===== src/sv/jtdm_pkg.sv =====
// Shared types, constants and arithmetic helpers for the tank-drive joystick mixer.
`timescale 1ns / 1ps

package jtdm_pkg;

   // Field widths
   localparam int SampleWidth   = 10;
   localparam int AxisWidth     = 9;
   localparam int DutyWidth     = 8;
   localparam int CsrIndexWidth = 2;

   // Register indexes on the csr port
   localparam logic [CsrIndexWidth-1:0] CSR_DEAD_ZONE  = 2'd0;
   localparam logic [CsrIndexWidth-1:0] CSR_SNAP_LEVEL = 2'd1;
   localparam logic [CsrIndexWidth-1:0] CSR_MIN_DUTY   = 2'd2;

   // Register reset values
   localparam logic [DutyWidth-1:0] DEAD_ZONE_RESET  = 8'd80;
   localparam logic [DutyWidth-1:0] SNAP_LEVEL_RESET = 8'd230;
   localparam logic [DutyWidth-1:0] MIN_DUTY_RESET   = 8'd35;

   // Classification thresholds
   localparam logic [DutyWidth-1:0] STOP_LEVEL       = 8'd40;
   localparam logic [DutyWidth-1:0] FORWARD_LEVEL    = 8'd10;
   localparam logic [DutyWidth-1:0] BACKWARD_LEVEL   = 8'd20;
   localparam logic [DutyWidth-1:0] SPOT_RIGHT_LEVEL = 8'd40;
   localparam logic [DutyWidth-1:0] SPOT_LEFT_LEVEL  = 8'd20;
   localparam logic [DutyWidth-1:0] FULL_DUTY        = 8'd255;

   typedef logic signed [AxisWidth-1:0] axis_type;

   // One motor command pair
   typedef struct packed {
      logic                 left_forward;
      logic                 right_forward;
      logic [DutyWidth-1:0] left_duty;
      logic [DutyWidth-1:0] right_duty;
   } drive_type;

   // Magnitude of an axis value; the stored range is -255..255
   function automatic logic [DutyWidth-1:0] axis_mag(axis_type v);
      axis_type a;
      a = v[AxisWidth-1] ? -v : v;
      return a[DutyWidth-1:0];
   endfunction

   // Map a sample to trunc((510*v - 260865)/1023). The map is odd around the
   // midpoint, so fold to the upper half: mag = floor(510*w/1023) - 255.
   // Divide by 1023 as q = n>>10 plus one if (n mod 1024) + q reaches 1023.
   function automatic axis_type map_sample(logic [SampleWidth-1:0] sample);
      logic [SampleWidth-1:0] w;
      logic [18:0]            n;
      logic [8:0]             q0;
      logic [10:0]            r;
      logic [8:0]             q;
      logic [8:0]             m;
      w  = sample[SampleWidth-1] ? sample : ~sample;
      n  = {w, 9'd0} - {8'd0, w, 1'b0};
      q0 = n[18:10];
      r  = {1'b0, n[9:0]} + {2'd0, q0};
      q  = q0 + {8'd0, (r >= 11'd1023)};
      m  = q - 9'd255;
      return sample[SampleWidth-1] ? axis_type'({1'b0, m[7:0]})
                                   : -axis_type'({1'b0, m[7:0]});
   endfunction

   // Apply dead zone first, then snap to full scale
   function automatic axis_type condition_axis(axis_type v,
                                               logic [DutyWidth-1:0] dead_zone,
                                               logic [DutyWidth-1:0] snap_level);
      logic [DutyWidth-1:0] m;
      m = axis_mag(v);
      if (m < dead_zone) begin
         m = '0;
      end
      if (m > snap_level) begin
         m = FULL_DUTY;
      end
      return v[AxisWidth-1] ? -axis_type'({1'b0, m}) : axis_type'({1'b0, m});
   endfunction

endpackage


===== src/sv/jtdm_mix.sv =====
// Drive mixer: classifies a conditioned axis pair and produces directions and duties.
`timescale 1ns / 1ps

module jtdm_mix import jtdm_pkg::*; (
   input  axis_type             turn_axis,
   input  axis_type             throttle_axis,
   input  logic [DutyWidth-1:0] min_duty,
   output drive_type            drive
);

   // Inner-wheel duty |255 - m|, dropped to zero below the minimum
   function automatic logic [DutyWidth-1:0] inner(logic [9:0] m,
                                                  logic [DutyWidth-1:0] md);
      logic [9:0] d;
      d = (m > 10'd255) ? (m - 10'd255) : (10'd255 - m);
      return (d < {2'd0, md}) ? '0 : d[DutyWidth-1:0];
   endfunction

   logic [DutyWidth-1:0] ax;
   logic [DutyWidth-1:0] ay;
   logic                 x_pos;
   logic                 x_neg;
   logic                 y_pos;
   logic                 y_neg;
   logic [9:0]           y_scaled;

   assign ax    = axis_mag(turn_axis);
   assign ay    = axis_mag(throttle_axis);
   assign x_neg = turn_axis[AxisWidth-1];
   assign y_neg = throttle_axis[AxisWidth-1];
   assign x_pos = !x_neg && (ax != '0);
   assign y_pos = !y_neg && (ay != '0);

   // floor(5*ay/4) for the last octet
   assign y_scaled = {2'd0, ay} + {4'd0, ay[DutyWidth-1:2]};

   // Classify; the first matching rule wins
   always_comb begin
      drive = '0;
      priority if (ax < STOP_LEVEL && ay < STOP_LEVEL) begin
         drive = '0;
      end else if (ax < FORWARD_LEVEL && y_neg) begin
         drive = '{1'b1, 1'b1, ay, ay};
      end else if (ax < BACKWARD_LEVEL && y_pos) begin
         drive = '{1'b0, 1'b0, ay, ay};
      end else if (ay < SPOT_RIGHT_LEVEL && x_pos) begin
         drive = '{1'b1, 1'b0, ax, ax};
      end else if (ay < SPOT_LEFT_LEVEL && x_neg) begin
         drive = '{1'b0, 1'b1, ax, ax};
      end else if (x_pos && y_neg && ax >= ay) begin
         drive = '{1'b1, 1'b0, ax, inner({2'd0, ay}, min_duty)};
      end else if (x_pos && y_neg) begin
         drive = '{1'b1, 1'b1, ay, inner({2'd0, ax}, min_duty)};
      end else if (x_neg && y_neg && ay > ax) begin
         drive = '{1'b1, 1'b1, inner({2'd0, ax}, min_duty), ay};
      end else if (x_neg && y_neg) begin
         drive = '{1'b0, 1'b1, inner({2'd0, ay}, min_duty), ax};
      end else if (x_neg && y_pos && ax > ay) begin
         drive = '{1'b0, 1'b1, ax, inner({2'd0, ay}, min_duty)};
      end else if (x_neg && y_pos) begin
         drive = '{1'b0, 1'b0, ay, inner({2'd0, ax}, min_duty)};
      end else if (x_pos && y_pos && ay >= ax) begin
         drive = '{1'b0, 1'b0, inner({2'd0, ax}, min_duty), ay};
      end else begin
         drive = '{1'b1, 1'b0, inner(y_scaled, min_duty), ax};
      end
   end

endmodule


===== src/sv/joystick_tank_drive_mixer_unit.sv =====
// Joystick tank-drive mixer top level: sample mapping, axis state and result register.
// Each request carries one 10-bit joystick sample; bit 0 selects the turn axis (1) or
// the throttle axis (0). The block takes one request per clock while req_stall is low
// and gives exactly one response per request, moving on when the response side does not
// stall: the first register holds the mapped axis value, the second holds the mixed
// motor command, and the stored axes are updated as a request leaves the first register.
// req_stall rises only while the response register is full and stalled. The csr port is
// always ready; index 0 is dead_zone (reset 80), 1 is snap_level (reset 230), 2 is
// min_duty (reset 35), other indexes are ignored. Write registers only while idle.
`timescale 1ns / 1ps

module joystick_tank_drive_mixer_unit import jtdm_pkg::*; (
   input  logic                     clock,
   input  logic                     reset,
   // request channel
   input  logic                     req_valid,
   output logic                     req_stall,
   input  logic [SampleWidth-1:0]   req_sample,
   // response channel
   output logic                     rsp_valid,
   input  logic                     rsp_stall,
   output logic                     rsp_left_forward,
   output logic                     rsp_right_forward,
   output logic [DutyWidth-1:0]     rsp_left_duty,
   output logic [DutyWidth-1:0]     rsp_right_duty,
   // configuration channel
   input  logic                     csr_valid,
   output logic                     csr_ready,
   input  logic [CsrIndexWidth-1:0] csr_index,
   input  logic [DutyWidth-1:0]     csr_data
);

   logic [DutyWidth-1:0] dead_zone_ff;
   logic [DutyWidth-1:0] snap_level_ff;
   logic [DutyWidth-1:0] min_duty_ff;

   logic                 map_valid_ff;
   logic                 map_valid_in;
   logic                 map_turn_ff;
   axis_type             map_axis_ff;

   axis_type             turn_axis_ff;
   axis_type             throttle_axis_ff;
   axis_type             turn_axis_in;
   axis_type             throttle_axis_in;

   logic                 rsp_valid_ff;
   logic                 rsp_valid_in;
   drive_type            rsp_drive_ff;
   drive_type            drive;

   logic                 out_free;
   logic                 advance;
   logic                 req_take;

   // Configuration registers
   assign csr_ready = 1'b1;

   always_ff @(posedge clock) begin
      if (reset) begin
         dead_zone_ff  <= DEAD_ZONE_RESET;
         snap_level_ff <= SNAP_LEVEL_RESET;
         min_duty_ff   <= MIN_DUTY_RESET;
      end else if (csr_valid && csr_ready) begin
         unique case (csr_index)
            CSR_DEAD_ZONE:  dead_zone_ff  <= csr_data;
            CSR_SNAP_LEVEL: snap_level_ff <= csr_data;
            CSR_MIN_DUTY:   min_duty_ff   <= csr_data;
            default: ;
         endcase
      end
   end

   // Flow control: advance when the response register can take a result
   assign out_free  = !rsp_valid_ff || !rsp_stall;
   assign advance   = map_valid_ff && out_free;
   assign req_stall = map_valid_ff && !out_free;
   assign req_take  = req_valid && !req_stall;

   assign map_valid_in = req_take || (map_valid_ff && !advance);
   assign rsp_valid_in = advance || (rsp_valid_ff && rsp_stall);

   // Map stage: hold the mapped sample and its axis select
   always_ff @(posedge clock) begin
      if (reset) begin
         map_valid_ff <= 1'b0;
      end else begin
         map_valid_ff <= map_valid_in;
      end
   end

   always_ff @(posedge clock) begin
      if (req_take) begin
         map_turn_ff <= req_sample[0];
         map_axis_ff <= map_sample(req_sample);
      end
   end

   // Replace the sampled axis, then condition both with current registers
   assign turn_axis_in     = condition_axis(map_turn_ff ? map_axis_ff : turn_axis_ff,
                                            dead_zone_ff, snap_level_ff);
   assign throttle_axis_in = condition_axis(map_turn_ff ? throttle_axis_ff : map_axis_ff,
                                            dead_zone_ff, snap_level_ff);

   always_ff @(posedge clock) begin
      if (reset) begin
         turn_axis_ff     <= '0;
         throttle_axis_ff <= '0;
      end else if (advance) begin
         turn_axis_ff     <= turn_axis_in;
         throttle_axis_ff <= throttle_axis_in;
      end
   end

   jtdm_mix u_mix (
      .turn_axis     (turn_axis_in),
      .throttle_axis (throttle_axis_in),
      .min_duty      (min_duty_ff),
      .drive         (drive)
   );

   // Response register: load on advance, hold while stalled
   always_ff @(posedge clock) begin
      if (reset) begin
         rsp_valid_ff <= 1'b0;
      end else begin
         rsp_valid_ff <= rsp_valid_in;
      end
   end

   always_ff @(posedge clock) begin
      if (advance) begin
         rsp_drive_ff <= drive;
      end
   end

   assign rsp_valid         = rsp_valid_ff;
   assign rsp_left_forward  = rsp_drive_ff.left_forward;
   assign rsp_right_forward = rsp_drive_ff.right_forward;
   assign rsp_left_duty     = rsp_drive_ff.left_duty;
   assign rsp_right_duty    = rsp_drive_ff.right_duty;

   // Stored axes never leave -255..255
   a_axis_range: assert property (@(posedge clock) disable iff (reset)
      turn_axis_ff != 9'sh100 && throttle_axis_ff != 9'sh100)
      else $error("stored axis out of range");

   // An advancing request always lands in the response register
   a_advance_lands: assert property (@(posedge clock) disable iff (reset)
      advance |=> rsp_valid_ff)
      else $error("advanced request lost");

   // A blocked request stays in the map stage
   a_map_holds: assert property (@(posedge clock) disable iff (reset)
      (map_valid_ff && !out_free) |=> (map_valid_ff && $stable(map_axis_ff)))
      else $error("blocked request dropped");

   // An empty map stage never stalls the request side
   a_no_idle_stall: assert property (@(posedge clock) disable iff (reset)
      !map_valid_ff |-> !req_stall)
      else $error("stall while map stage empty");

endmodule


===== config.mk =====
export PLATFORM = sky130hd
export DESIGN_NAME = joystick_tank_drive_mixer_unit
export DESIGN_NICKNAME = d
export VERILOG_FILES = /design/src/sv/jtdm_pkg.sv /design/src/sv/jtdm_mix.sv /design/src/sv/joystick_tank_drive_mixer_unit.sv
export SDC_FILE = /design/constraint.sdc
export NUM_CORES = 1
export LEC_CHECK = 0
export BUFFER_PORTS_ARGS = -buffer_cell sky130_fd_sc_hd__buf_2
export CAP_MARGIN = 30
export CORE_MARGIN = 1.5
export CORE_UTILIZATION = 46
export DETAILED_ROUTE_END_ITERATION = 12
export GPL_TIMING_DRIVEN = 0
export HOLD_SLACK_MARGIN = 0.05
export PLACE_DENSITY = 0.61
export SLEW_MARGIN = 20
export SYNTH_ARGS = -nofsm -noshare
export SYNTH_HDL_FRONTEND = slang
export SYNTH_SLANG_ARGS = --single-unit

===== constraint.sdc =====
create_clock -name clock -period 16.6 [get_ports clock]
set_clock_uncertainty 0.2 [all_clocks]
set_input_delay 1.66 -clock clock [delete_from_list [all_inputs] [get_ports clock]]
set_output_delay 1.66 -clock clock [all_outputs]
set_load 0.01 [all_outputs]

==> out/summary.txt, run 1 <==
Setup violations, final: 0
Avg Inst Size Synth: 7.61 um^2
Via density: 6.18
crit end category: register
DR DRC count: 0
Critical Path Max Stage Delay: 750 ps
CTS tree: yes
DRT antenna net count: 0
setup ws final: 1400 ps
asr flop ratio synth: 0%
initial core utilization: 47.2%
reg-to-reg setup timing slack: 1400 ps
Worst path most repeated cell: ha_1
core area: 0.0204 mm^2
max frequency: 65.8 MHz
HPWL Detailed: 24.8 mm
Chip Width: 148 um
Post-synth EDFFs: 28
crit-path max FO: 11
first-pass GRT wire length: 50.6 mm
Final Critical Period: 15200 ps
sw frac: 55.1%
top routing layer used: met4
Worst path top cell family by delay: simple AND/OR/NAND/NOR gates
Mapped Nets: 1373
via count: 9865
Clock Tree Root: clkbuf_16
worst slew pin tran: 1000 ps
reg2reg end: rsp_left_duty[2]
Min-Delay Path Class: reg2reg
hold depth: 2
Stages on worst setup path: 62
Data required, critical path: 16490 ps
Pint: 1090 uW
synth warn: 0
H-tree levels: 3
post-CTS sizing: 0
final hold violations: 0
reg2reg path depth: 62
Critical R2R Launch: map_turn_ff
die area: 0.0218 mm^2
Max-Cap Viols: 0
synthesis-to-finish area growth: 9.35%
Max Slew Vio Count: 0
vias in the first global route: 8986
normalized max-slew margin: 33.2%
proportion of layout cells with a drive suffix above 1: 11.2%
Distinct cells, synth: 101
sequential fraction of the synthesis area: 17.9%
worst skew pair latency: 350 ps
VDD IR max: 0.114 mV
grt ovf: 0
CTS Buf Count: 9
metal3 WL: 2.82 mm
DRT iter0 DRCs: 1024
clock buffer depth: 2
pin count of the biggest net entering global routing: 28
NetSw: 1330 uW
diode count: 0
Pwr Density: 230 mW/mm^2
RSZ-0062 raised after global routing: no
mean routed wirelength per cell: 19.8 um
antenna violations before repair: 0
crit path launch type: register
worst hold path endpoint: snap_level_ff[1]
die span in y: 148 um
final period utilization: 91.5%
Total Routing Usage GR: 29.6%
TritonRoute pass-1 iters: 6
CP Launch Point: map_turn_ff
Leak: 0.00437 uW
routability cong.: 0.972
Metal-1 WL: 15.1 mm
post-CTS setup repair buffer count: 0
Post-Synthesis Cell Area: 0.00962 mm^2
Routed met2 length: 13.2 mm
cell count after synthesis: 1264
Rows: 52
Seq pwr share: 11.1%
critical path type: reg2reg
CP arrival: 15090 ps
Clk network pwr share: 9.0%
Yosys reg bits: 72
boundary pin count: 46
# nets final: 1429
hold slack: 268 ps
WL final: 31.6 mm
status: finished, final reports clean
Clock Sinks: 72
setup_tns: 0 ps
Reg clk slew, reported paths: 60 ps
most frequently used flop master after synthesis: dfxtp_1
Post-CTS Hold Buffers: 0
Worst Setup Slack post-DPL: 1820 ps
Comb pwr share: 79.9%
Hold Startpoint: snap_level_ff[1]
CP bufs+invs: 11
slowest stage cell, crit path: nor2_1
IO Port Bufs: 40
==> sequential cells by signal, summed over array words and instances (netlist names) <==
name	count
throttle_axis_ff	9
rsp_right_duty	8
dead_zone_ff	8
min_duty_ff	8
rsp_right_forward	1
rsp_left_forward	1
map_turn_ff	1
rsp_valid	1
map_valid_ff	1
turn_axis_ff	9
rsp_left_duty	8
map_axis_ff	9
snap_level_ff	8
==> cells by family (layout without fill, tap and decap cells) <==
group	Yosys count	after routing	share of synthesized area [%]
AO/OA/AOI/OAI	367	367	26.4
buffers and inverters	132	193	5.92
flip-flops	72	72	17.9
AND/OR/NAND/NOR	472	472	24.6
XOR/XNOR	81	81	8.02
adder cells (fa/ha/maj)	87	87	11.4
multiplexers	52	52	5.74
other	1	1	0.0390
==> routing by layer <==
layer / GRT usage [%] / vias up
met5: 0 / -
met3: 5.00 / 45
met1: 44.6 / 4624
met4: 7.30 / 0
met2: 43.3 / 419
li1: - / 4777
==> per-stage QoR <==
step / cell area, um^2 / util, % / power (uW) / cells
CTS: 10500 / 51.6 / 2360 / 1593
detailed placement: 10200 / 50.0 / 2130 / 1577
finish: 10500 / 51.7 / 2420 / 1595
global placement: 10200 / 49.9 / 2120 / 1574
global route: 10500 / 51.7 / 2600 / 1595
floorplan: 9620 / - / 1640 / 1264
==> layout by cell type (no fill, tap or decap), types with 14 or more instances in the layout <==
| cell | netlist | routed |
|---|---|---|
| o22ai_1 | 14 | 14 |
| nand4_1 | 14 | 14 |
| clkbuf_1 | 43 | 42 |
| o21ai_0 | 60 | 60 |
| edfxtp_1 | 28 | 28 |
| a21oi_1 | 100 | 100 |
| mux2i_1 | 39 | 39 |
| a31oi_1 | 19 | 19 |
| nand2b_1 | 23 | 23 |
| nor2_1 | 141 | 141 |
| nor2b_1 | 16 | 16 |
| nand2_1 | 113 | 113 |
| buf_2 | 8 | 49 |
| o211ai_1 | 18 | 18 |
| dfxtp_1 | 44 | 44 |
| nand3_1 | 33 | 33 |
| inv_1 | 64 | 64 |
| xnor2_1 | 45 | 45 |
| and3_1 | 16 | 16 |
| a211oi_1 | 17 | 17 |
| a21o_1 | 14 | 14 |
| nor3_1 | 42 | 42 |
| xor2_1 | 30 | 30 |
| ha_1 | 82 | 82 |
==> how the worst max path moves through the flow <==
stage	end	slack [ps]
6_report	rsp_left_duty[2]	1400
5_1_grt	rsp_left_duty[2]	420
3_5_place_dp	rsp_left_duty[2]	1820
3_3_place_gp	rsp_left_duty[2]	1790
2_1_floorplan	rsp_left_duty[2]	4780
4_1_cts	rsp_left_duty[2]	1750
==> area by class of cell <==
class | instances | area (um^2)
Fill cell | 2030 | 9840
Clock buffer | 9 | 225
Timing Repair Buffer | 45 | 235
Tap cell | 270 | 338
Buffer | 62 | 308
Inverter | 70 | 263
Clock inverter | 7 | 95.1
Sequential cell | 72 | 1720
Multi-Input combinational cell | 1060 | 7330
==> worst min-delay path, cell delays in order, from the launching register on <==
cell	delay, ps
dfxtp_1	320
nand2_1	50
nand3b_1	70
==> Yosys cell counts (11+ instances only) <==
library cell / count / area, um^2
nor2_1: 141 / 529
nand2_1: 113 / 424
a21oi_1: 100 / 500
ha_1: 82 / 1030
inv_1: 64 / 240
o21ai_0: 60 / 300
xnor2_1: 45 / 394
dfxtp_1: 44 / 881
clkbuf_1: 43 / 161
nor3_1: 42 / 210
mux2i_1: 39 / 390
nand3_1: 33 / 165
xor2_1: 30 / 263
edfxtp_1: 28 / 841
nand2b_1: 23 / 144
a31oi_1: 19 / 119
o211ai_1: 18 / 135
a211oi_1: 17 / 128
and3_1: 16 / 100
nor2b_1: 16 / 100
a21o_1: 14 / 105
nand4_1: 14 / 87.6
o22ai_1: 14 / 87.6
and2_1: 13 / 81.3
o21a_1: 13 / 97.6
mux2_2: 11 / 124
==> power groups by stage <==
| stage | Clock (uW) | Sequential [uW] | Combinational, uW |
|---|---|---|---|
| final | 218 | 268 | 1930 |
| after global routing | 226 | 272 | 2110 |
| after CTS | 220 | 269 | 1870 |
| after detailed placement | 0 | 272 | 1860 |
| after global placement | 0 | 271 | 1850 |
| after floorplan | 0 | 279 | 1360 |
Note: power is estimated with default switching activity, not from simulation.
==> inputs of run 2 (changes only) <==
PLACE_DENSITY = 0.63   (was 0.61)
clock period = 13.4 ns   (was 16.6 ns; I/O delays follow)
==> out/summary.txt, run 2 (same netlist as run 1, synthesis figures left out) <==
reg2reg end: rsp_left_duty[0]
Leak: 0.00445 uW
Clock Sinks: 72
core area: 0.0204 mm^2
slowest stage cell, crit path: a2111oi_0
grt ovf: 0
DRT iter0 DRCs: 1078
CP Launch Point: map_turn_ff
Data required, critical path: 13390 ps
Via density: 6.33
reg-to-reg setup timing slack: 760 ps
boundary pin count: 46
critical path type: reg2reg
WL final: 32.0 mm
worst slew pin tran: 989 ps
routability cong.: 0.993
initial core utilization: 47.2%
Clock Tree Root: clkbuf_16
Final Critical Period: 12640 ps
Total Routing Usage GR: 29.6%
synthesis-to-finish area growth: 11.5%
CTS Buf Count: 9
Rows: 52
Min-Delay Path Class: reg2reg
placed cell area: 0.0102 mm^2
crit end category: register
VDD IR max: 0.145 mV
mean routed wirelength per cell: 20.0 um
diode count: 0
DR DRC count: 0
DRT antenna net count: 0
vias in the first global route: 9118
status: finished, final reports clean
Critical Path Max Stage Delay: 660 ps
commonest non-fill, non-tap cells in the layout: nor2_1 (136), nand2_1 (113), a21oi_1 (100)
Power Total: 3060 uW
biggest regs: map_axis_ff (9), throttle_axis_ff (9), turn_axis_ff (9)
Pwr Density: 285 mW/mm^2
Fillers: 1998
Max Slew Vio Count: 0
first-pass GRT wire length: 50.6 mm
crit-path max FO: 19
HPWL Detailed: 24.8 mm
H-tree levels: 3
TritonRoute pass-1 iters: 8
Worst path most repeated cell: ha_1
die span in y: 148 um
Critical R2R Launch: map_turn_ff
worst skew pair latency: 360 ps
CTS tree: yes
Chip Width: 148 um
final period utilization: 94.3%
reg2reg path depth: 60
proportion of layout cells with a drive suffix above 1: 13.5%
normalized max-slew margin: 34.1%
setup_tns: 0 ps
CP arrival: 12640 ps
hold slack: 261 ps
Reg clk slew, reported paths: 60 ps
most common cell after layout, fill and taps aside: nor2_1
clock buffer depth: 2
die area: 0.0218 mm^2
IO Port Bufs: 40
fin area: 0.0107 mm^2
Post-CTS Hold Buffers: 0
# nets final: 1435
pin count of the biggest net entering global routing: 28
Hold Startpoint: snap_level_ff[4]
antenna violations before repair: 1
via count: 10100
crit path launch type: register
Max-Cap Viols: 0
final hold violations: 0
Setup violations, final: 0
max frequency: 79.1 MHz
Critical Path End: rsp_left_duty[0]
-- run 2: final cells by class --
cell class	count	area (um^2)	area share, %
repair buffers	54	300	2.80
clock buffers	14	307	2.86
well taps	270	338	3.15
multi-input cells	1060	7480	69.7
flip-flops and latches	72	1720	16.0
inverters	70	263	2.45
plain buffers	59	305	2.85
clock inverters	2	15.0	0.140
-- run 2: how the worst min path moves through the flow --
stage | to | depth (start not counted)
detailed placement | snap_level_ff[4] | 2
global route | snap_level_ff[1] | 2
CTS | snap_level_ff[4] | 2
floorplan | throttle_axis_ff[6] | 2
finish | snap_level_ff[4] | 2
global placement | snap_level_ff[3] | 2
-- run 2: report_power, final --
part,total (uW),internal (uW),leakage [uW],switching (uW)
sequential,331,308,0.000628,23.2
combinational,2460,906,0.00367,1550
clock,268,159,0.000160,109
-- run 2: per-stage QoR --
stage / util [%] / cells / worst slack (ps)
after floorplan: - / 1264 / 1580
after global placement: 49.9 / 1574 / -1240
after detailed placement: 50.1 / 1578 / -1360
after CTS: 51.9 / 1592 / 33.5
after global routing: 52.7 / 1601 / -50.5
final: 52.7 / 1601 / 758
-- run 2: worst max-delay path: cells and delay by family, from the launching register on --
kind	cells	cell delay, ps
adders and majority gates	7	1810
xor gates and xnor gates	3	690
and+or+nand+nor	19	3040
muxes	2	410
buffers and inverters	8	1410
AOI/OAI and AO/OA	21	4510
DFF	1	370
-- run 2: repair_timing --
action | CTS | global route
setup buffers | 0 | 8
resized for setup | 16 | 21
hold endpoints to repair | 0 | 0
cloned | 0 | 0
pin swaps | 0 | 4
setup endpoints to repair | 8 | 8
-- run 2: layer usage --
layer / GRT usage [%] / share of wire (%) / wire length (um)
met5: 0 / 0.056 / 18
met4: 8.95 / 2.4 / 759
met3: 6.33 / 11 / 3490
met2: 42.7 / 41 / 13100
met1: 43.8 / 46 / 14600
